`src/rtl/reorder_buffer_cumulative_ack_unit_defines.svh`:
```
// ----------------------------------------------------------------------------
// Reorder buffer assertion macros
// Shorthand for the concurrent checks written at the end of the top level.
// ----------------------------------------------------------------------------
`ifndef REORDER_BUFFER_CUMULATIVE_ACK_UNIT_DEFINES_SVH
`define REORDER_BUFFER_CUMULATIVE_ACK_UNIT_DEFINES_SVH

// Same-cycle implication, sampled on clk and quiet while arst_n is low.
`define ROCA_ASSERT_IMPL(label, ante, cons, msg) \
	label: assert property (@(posedge clk) disable iff (!arst_n) (ante) |-> (cons)) \
		else $error(msg);

// Next-cycle implication, sampled on clk and quiet while arst_n is low.
`define ROCA_ASSERT_NEXT(label, ante, cons, msg) \
	label: assert property (@(posedge clk) disable iff (!arst_n) (ante) |=> (cons)) \
		else $error(msg);

`endif

```
`src/rtl/roca_pkg.sv`:
```
// ----------------------------------------------------------------------------
// Reorder buffer package
// Shared types, result codes and default sizes of the reorder buffer.
// ----------------------------------------------------------------------------
package roca_pkg;

	// Default window depth in slots and default slot span in bytes.
	localparam int WINDOW_SLOTS_DEF  = 32;
	localparam int SEGMENT_BYTES_DEF = 1024;

	// Result kinds.
	localparam logic [1:0] KIND_DELIVER = 2'd0;
	localparam logic [1:0] KIND_ACK     = 2'd1;
	localparam logic [1:0] KIND_END     = 2'd2;

	// One segment descriptor as it arrives.
	typedef struct packed {
		logic [31:0] seq_number;
		logic [10:0] payload_size;
		logic [7:0]  payload_tag;
	} seg_t;

	// One result as it leaves.
	typedef struct packed {
		logic [1:0]  result_kind;
		logic [31:0] number;
		logic [10:0] delivered_size;
		logic [7:0]  delivered_tag;
		logic        dropped_beyond_window;
		logic        last_result;
	} res_t;

	// Contents of one window slot.
	typedef struct packed {
		logic valid;
		seg_t desc;
	} cell_t;

	// Control broadcast from the sequencer to every slot.
	typedef struct packed {
		logic        shift;
		logic        store;
		logic [31:0] offset;
		seg_t        item;
	} cell_ctrl_t;

	// Sequencer states.
	typedef enum logic [1:0] {
		ST_IDLE,
		ST_EVAL,
		ST_DRAIN
	} state_t;

endpackage

```
`src/rtl/reorder_buffer_cumulative_ack_unit.sv`:
```
// ----------------------------------------------------------------------------
// Reorder buffer with cumulative acknowledgement
// Receive side of a selective-repeat link: segments are stored by offset from
// the expected sequence number, delivered in order and answered by an ack.
// ----------------------------------------------------------------------------
// One segment descriptor is taken per transfer on the seg channel while the
// block is idle. A stale segment, a segment stored ahead, a segment dropped
// beyond the window or an end-of-stream marker is taken in the idle state and
// classified in the evaluate state, which presents its single result. An
// in-order segment releases n deliveries in total, then the ack: the window
// is a chain of slots that shifts down by one slot per cycle and slot 0 feeds
// one delivery per cycle to the output register, while that register can take
// a result. A stall on the res channel holds the sequencer for as long as the
// output register is full. Reset clears the slots at once; no sweep is needed.
// ----------------------------------------------------------------------------
`include "reorder_buffer_cumulative_ack_unit_defines.svh"

module reorder_buffer_cumulative_ack_unit #(
	parameter int WINDOW_SLOTS  = roca_pkg::WINDOW_SLOTS_DEF,
	parameter int SEGMENT_BYTES = roca_pkg::SEGMENT_BYTES_DEF
) (
	input  logic           clk,
	input  logic           arst_n,
	input  logic           seg_valid,
	output logic           seg_stall,
	input  roca_pkg::seg_t seg,
	output logic           res_valid,
	input  logic           res_stall,
	output roca_pkg::res_t res
);
	import roca_pkg::*;

	// Byte span of the whole window.
	localparam logic [32:0] WIN_SPAN = 33'(WINDOW_SLOTS * SEGMENT_BYTES);

	state_t      state_q, state_d;
	seg_t        item_q;
	logic [31:0] exp_q, exp_d;
	logic        exp_load;
	logic        res_valid_q;
	res_t        res_q, res_d;
	logic        emit;
	logic        can_emit;
	logic [32:0] diff;
	logic        in_order;
	logic        ahead;
	logic        beyond;
	cell_ctrl_t  ctrl;
	cell_t       cells [WINDOW_SLOTS + 1];

	// Offset of the held segment from the expected number, with borrow.
	assign diff     = {1'b0, item_q.seq_number} - {1'b0, exp_q};
	assign in_order = (diff == 33'd0);
	assign ahead    = !diff[32] && !in_order;
	assign beyond   = ahead && ({1'b0, diff[31:0]} >= WIN_SPAN);
	assign can_emit = !res_valid_q || !res_stall;

	// Input side takes a transfer only while idle.
	assign seg_stall = (state_q != ST_IDLE);

	always_ff @(posedge clk) begin
		if (seg_valid && !seg_stall) begin
			item_q <= seg;
		end
	end

	// Next state.
	always_comb begin
		state_d = state_q;
		case (state_q)
			ST_IDLE: begin
				if (seg_valid) begin
					state_d = ST_EVAL;
				end
			end
			ST_EVAL: begin
				if (can_emit) begin
					if (item_q.payload_size != 11'd0 && in_order) begin
						state_d = ST_DRAIN;
					end else begin
						state_d = ST_IDLE;
					end
				end
			end
			ST_DRAIN: begin
				if (can_emit && !cells[0].valid) begin
					state_d = ST_IDLE;
				end
			end
			default: state_d = ST_IDLE;
		endcase
	end

	// Outputs of the sequencer: result, window control and expected number.
	always_comb begin
		emit        = 1'b0;
		res_d       = '0;
		exp_load    = 1'b0;
		exp_d       = exp_q;
		ctrl.shift  = 1'b0;
		ctrl.store  = 1'b0;
		ctrl.offset = diff[31:0];
		ctrl.item   = item_q;
		case (state_q)
			ST_EVAL: begin
				if (can_emit) begin
					emit = 1'b1;
					if (item_q.payload_size == 11'd0) begin
						res_d.result_kind = KIND_END;
						res_d.last_result = 1'b1;
					end else if (in_order) begin
						// The new segment fills slot 0 and leaves at once.
						res_d.result_kind    = KIND_DELIVER;
						res_d.number         = item_q.seq_number;
						res_d.delivered_size = item_q.payload_size;
						res_d.delivered_tag  = item_q.payload_tag;
						exp_load   = 1'b1;
						exp_d      = item_q.seq_number + 32'(item_q.payload_size);
						ctrl.shift = 1'b1;
					end else begin
						res_d.result_kind           = KIND_ACK;
						res_d.number                = exp_q;
						res_d.dropped_beyond_window = beyond;
						res_d.last_result           = 1'b1;
						ctrl.store = ahead && !beyond;
					end
				end
			end
			ST_DRAIN: begin
				if (can_emit) begin
					emit = 1'b1;
					if (cells[0].valid) begin
						res_d.result_kind    = KIND_DELIVER;
						res_d.number         = cells[0].desc.seq_number;
						res_d.delivered_size = cells[0].desc.payload_size;
						res_d.delivered_tag  = cells[0].desc.payload_tag;
						exp_load   = 1'b1;
						exp_d      = cells[0].desc.seq_number
							+ 32'(cells[0].desc.payload_size);
						ctrl.shift = 1'b1;
					end else begin
						res_d.result_kind = KIND_ACK;
						res_d.number      = exp_q;
						res_d.last_result = 1'b1;
					end
				end
			end
			default: begin
				emit = 1'b0;
			end
		endcase
	end

	// Control registers.
	always_ff @(posedge clk or negedge arst_n) begin
		if (!arst_n) begin
			state_q     <= ST_IDLE;
			exp_q       <= '0;
			res_valid_q <= 1'b0;
		end else begin
			state_q <= state_d;
			if (exp_load) begin
				exp_q <= exp_d;
			end
			if (emit) begin
				res_valid_q <= 1'b1;
			end else if (!res_stall) begin
				res_valid_q <= 1'b0;
			end
		end
	end

	// Output register payload.
	always_ff @(posedge clk) begin
		if (emit) begin
			res_q <= res_d;
		end
	end

	assign res_valid = res_valid_q;
	assign res       = res_q;

	// Window: a chain of slots, the top one fed with an empty slot.
	assign cells[WINDOW_SLOTS] = '0;

	for (genvar k = 0; k < WINDOW_SLOTS; k++) begin : g_slot
		roca_cell #(
			.INDEX         (k),
			.SEGMENT_BYTES (SEGMENT_BYTES)
		) u_cell (
			.clk    (clk),
			.arst_n (arst_n),
			.ctrl   (ctrl),
			.upper  (cells[k + 1]),
			.cur    (cells[k])
		);
	end

	// Checks.
	`ROCA_ASSERT_NEXT(a_take_eval, seg_valid && !seg_stall, state_q == ST_EVAL, "transfer taken but no evaluation follows")
	`ROCA_ASSERT_NEXT(a_drain_end, state_q == ST_DRAIN && can_emit && !cells[0].valid, state_q == ST_IDLE, "drain did not end after the ack")
	`ROCA_ASSERT_IMPL(a_deliver_not_last, res_valid && res.result_kind == KIND_DELIVER, !res.last_result && !res.dropped_beyond_window, "delivery marked as last or dropped")

endmodule

```
`src/rtl/roca_cell.sv`:
```
// ----------------------------------------------------------------------------
// Reorder buffer window slot
// One slot of the window. It decodes its own byte range for stores and takes
// the contents of its upper neighbor when the window shifts down.
// ----------------------------------------------------------------------------
module roca_cell #(
	parameter int INDEX         = 0,
	parameter int SEGMENT_BYTES = roca_pkg::SEGMENT_BYTES_DEF
) (
	input  logic                 clk,
	input  logic                 arst_n,
	input  roca_pkg::cell_ctrl_t ctrl,
	input  roca_pkg::cell_t      upper,
	output roca_pkg::cell_t      cur
);
	import roca_pkg::*;

	// Byte offsets from the expected number that map to this slot.
	localparam logic [32:0] LO_BOUND = 33'(INDEX * SEGMENT_BYTES);
	localparam logic [32:0] HI_BOUND = 33'((INDEX + 1) * SEGMENT_BYTES);

	logic valid_q;
	seg_t desc_q;
	logic hit;

	// Range decode of the store offset.
	assign hit = ({1'b0, ctrl.offset} >= LO_BOUND) && ({1'b0, ctrl.offset} < HI_BOUND);

	// Valid flag: cleared by reset, shifted or set by a store.
	always_ff @(posedge clk or negedge arst_n) begin
		if (!arst_n) begin
			valid_q <= 1'b0;
		end else if (ctrl.shift) begin
			valid_q <= upper.valid;
		end else if (ctrl.store && hit) begin
			valid_q <= 1'b1;
		end
	end

	// Descriptor: follows the valid flag, no reset needed.
	always_ff @(posedge clk) begin
		if (ctrl.shift) begin
			desc_q <= upper.desc;
		end else if (ctrl.store && hit) begin
			desc_q <= ctrl.item;
		end
	end

	assign cur.valid = valid_q;
	assign cur.desc  = desc_q;

endmodule

```
`config.mk`:
```
export PLATFORM = sky130hd
export DESIGN_NAME = reorder_buffer_cumulative_ack_unit
export DESIGN_NICKNAME = d
export VERILOG_FILES = /design/src/rtl/roca_pkg.sv /design/src/rtl/reorder_buffer_cumulative_ack_unit.sv /design/src/rtl/roca_cell.sv
export VERILOG_INCLUDE_DIRS = /design/src /design/src/rtl
export SDC_FILE = /design/constraint.sdc
export NUM_CORES = 2
export LEC_CHECK = 0
export BUFFER_PORTS_ARGS = -buffer_cell sky130_fd_sc_hd__buf_2
export CAP_MARGIN = 25
export CORE_MARGIN = 5
export CORE_UTILIZATION = 35
export DETAILED_ROUTE_END_ITERATION = 10
export PLACE_DENSITY = 0.5
export SKIP_LAST_GASP = 1
export SLEW_MARGIN = 20
export SYNTH_ARGS = -nofsm -noshare
export SYNTH_HDL_FRONTEND = slang
export SYNTH_SLANG_ARGS = --single-unit
```
`constraint.sdc`:
```
create_clock -name clk -period 20.6 [get_ports clk]
set_input_delay 2.06 -clock clk [delete_from_list [all_inputs] [get_ports clk]]
set_output_delay 2.06 -clock clk [all_outputs]
set_load 0.01 [all_outputs]
```
==> results.toml <==
[run_status]
status = "finished clean"

[grt]
grt_util_all_layers_pct = 18.36
grt_overflow = 0
antenna_found_initial = 14
grt_max_degree = 243
grt_pass1_wl_um = 308800
first_global_vias = 45666

[sta]
tightest_slew_ns = 1.194
maxSlewViolCount = 0
final_hold_viol_count = 0
fin_crit_sh_pct = 39.06
rsz0062_at_grt = "no"
finalSetupTns_ns = 0
fin_skew_ns = 0.08483
clock.fmax_ghz = 0.1243
fin_crit_ns = 8.047
hold_slack_ns = 0.4724
setup_viol = 0
slew-limit-headroom_pct = 20.39

[logic_synthesis]
synth_xor_area_share_pct = 0.7897
synthDistinctLibCells = 80
synth_ff_type = "edfxtp_1"
synthAdderAreaFrac_pct = 1.014
synth_mux_area_share_pct = 1.443
ys_ff_latch = 1805
synth_enable_flop_cells = 1687
seq_area_frac_synth_pct = 71.80
synth_nets = 6546
syn_area_um2 = 74310
synth_area_leader_cell = "edfxtp_1"
synth.area.top_cells = "edfxtp_1 68%, nand2_1 17%, dfrtp_1 2.3%, buf_2 1.6%, dfxtp_1 1.4%"
syn_avg_cell_area_um2 = 11.55
synth-compound-area-share_pct = 3.543
synth_top_cell_area_share_pct = 68.17
synthCells = 6432
synth_top_family_by_area = "simple AND/OR/NAND/NOR gates"
yosys_warnings = 0
synth_simple_gate_area_share_pct = 18.67
ys_async_sr_fraction_pct = 3.712

[placed_design]
place_hpwl_um = 124000
gp_congestion = 0.9274
portBuffers = 111
placed_cells = 9097

[clocking]
ctsResizeCount = 0
clock_path_buffers = 3
cts_made_buffers = 192
cts_root_buffer = "clkbuf_16"
path_clk_slew_ns = 0.06
cts_setup_buffers = 0
cts_sinks = 1805
tritoncts = "yes"
cts_max_level = 4
clock_latency_ns = 0.86
ctsHoldBuffers = 0

[route]
num_vias = 47305
wl_per_cell_um = 22.06
drc_errors = 0
drt-pass1-iter-count = 5
totalWireLength_um = 208600
via_per_inst = 5.003
ant_nets = 0
drtIter0Drc = 4995

[setup_path]
crit_arrival_ns = 8.74
setup.worst_path.start_class = "register"
worstSetupEndpointType = "register"
worst-path-max-fanout = 242
crit_type = "register to register"
ff2ff_setup_slack_ns = 12.55
worstPathRequired_ns = 21.29

[layout]
area_growth_pct = 13.57
drive_gt1_share_pct = 8.970
layout_commonest_cell = "nand2_1"
final_cell_mix = "3274 x nand2_1, 1687 x edfxtp_1, 192 x clkbuf_16, 118 x buf_4, 111 x buf_2"
final_cells = 9456
finalNetCount = 6589

[power_and_ir_drop]
powerDensity_nw_per_um2 = 99.86
finalPower_mw = 8.427
max-vdd-ir-drop_mv = 0.08693
p_leak_nw = 30.63

[min_path]
hold_class = "register to register"

[floorplanning]
dieArea_um2 = 221600
num_io_pins = 112
start_util_pct = 35.11
num_rows = 169
die_h_um = 470.8
die-width_um = 470.8
coreArea_um2 = 211700

[run]
drv_cap = 0
[per-layer routing]
| metal | GRT usage, % | vias to the layer above | part of all wire (%) | routed length (µm) |
|---|---|---|---|---|
| met5 | 0 | - | 0.0062 | 13 |
| met4 | 3.532 | 2 | 1.5 | 3189 |
| met3 | 2.620 | 217 | 5.7 | 11960 |
| met2 | 29.15 | 1188 | 46 | 95760 |
| met1 | 27.07 | 24089 | 47 | 97660 |
| li1 | - | 21809 | - | - |
[where the power goes]
| group | internal (mW) | switching [mW] |
|---|---|---|
| combinational | 0.233 | 0.590 |
| sequential | 4.19 | 0.0642 |
| clock | 1.85 | 1.50 |
| total | 6.28 | 2.15 |
[synth_stat cells, types with 19 or more instances]
cell / number
nor2b_1: 24
o21ai_0: 61
buf_2: 233
nor2_1: 107
ha_1: 57
inv_1: 58
a21oi_1: 57
o31ai_1: 31
edfxtp_1: 1687
dfrtp_1: 67
xor2_1: 25
o22a_1: 33
mux2i_1: 91
clkbuf_1: 161
and3_1: 19
a22o_1: 60
nand3_1: 32
dfxtp_1: 51
xnor2_1: 42
nand2_1: 3284
[worst max-delay path, cell delays in order, from the launching register on]
cell and delay (ns):
edfxtp_1 0.60, ha_1 0.38, nor2b_1 0.16, o21ai_0 0.77, a31o_2 0.35, o21ba_2 0.17, xor2_1 0.62, nand3_1 0.59
and4bb_1 0.49, nand4_4 0.20, o21ai_4 0.68, buf_4 0.65, buf_4 0.84, buf_12 0.78, nand2_1 0.21, nand2_1 0.11
[path summary, 6_finish.rpt]
path	startpoint	end	depth (start not counted)
worst max-delay path	ctrl[20]	g_slot[14].u_cell.cur[19]	15
worst min-delay path	g_slot[26].u_cell.cur[18]	g_slot[25].u_cell.cur[18]	2
worst max register to register	ctrl[20]	g_slot[14].u_cell.cur[19]	15
worst min register to register	g_slot[26].u_cell.cur[18]	g_slot[25].u_cell.cur[18]	2
max in group asynchronous	arst_n	g_slot[17].u_cell.valid_q	2
min in group asynchronous	arst_n	exp_q[18]	1
[sequential cells by signal (all words and copies together) (netlist names)]
name                   flops
g_slot.u_cell.cur       1632
ctrl                      51
state_q                    2
exp_q                     32
g_slot.u_cell.valid_q     32
res_valid                  1
res                       55
[metrics by stage]
| stage | util, % | setup slack, ns | area (µm²) |
|---|---|---|---|
| after global placement | 36.84 | 12.78 | 77980 |
| after global routing | 39.87 | 12.26 | 84380 |
| after detailed placement | 36.98 | 12.69 | 78280 |
| final | 39.87 | 12.55 | 84390 |
| after floorplan | - | 11.43 | 74310 |
| after CTS | 39.82 | 12.60 | 84290 |
[final cells by class]
cell class              count  area [µm²]
diodes                      2       5.005
clock buffers             251        5076
clock inverters           101       940.9
fillers                 20401      127300
inverters                  58       217.7
multi-input cells        4164       19390
flip-flops and latches   1805       53360
well taps                2821        3530
repair buffers            254        1873
[kinds of logic after synthesis]
family,Yosys count
and+or+nand+nor,3567
DFF,1805
buffers and inverters,463
AOI/OAI and AO/OA,368
muxes,103
xor gates and xnor gates,67
adders and majority gates,59
Power figures use the tool's default switching activity.
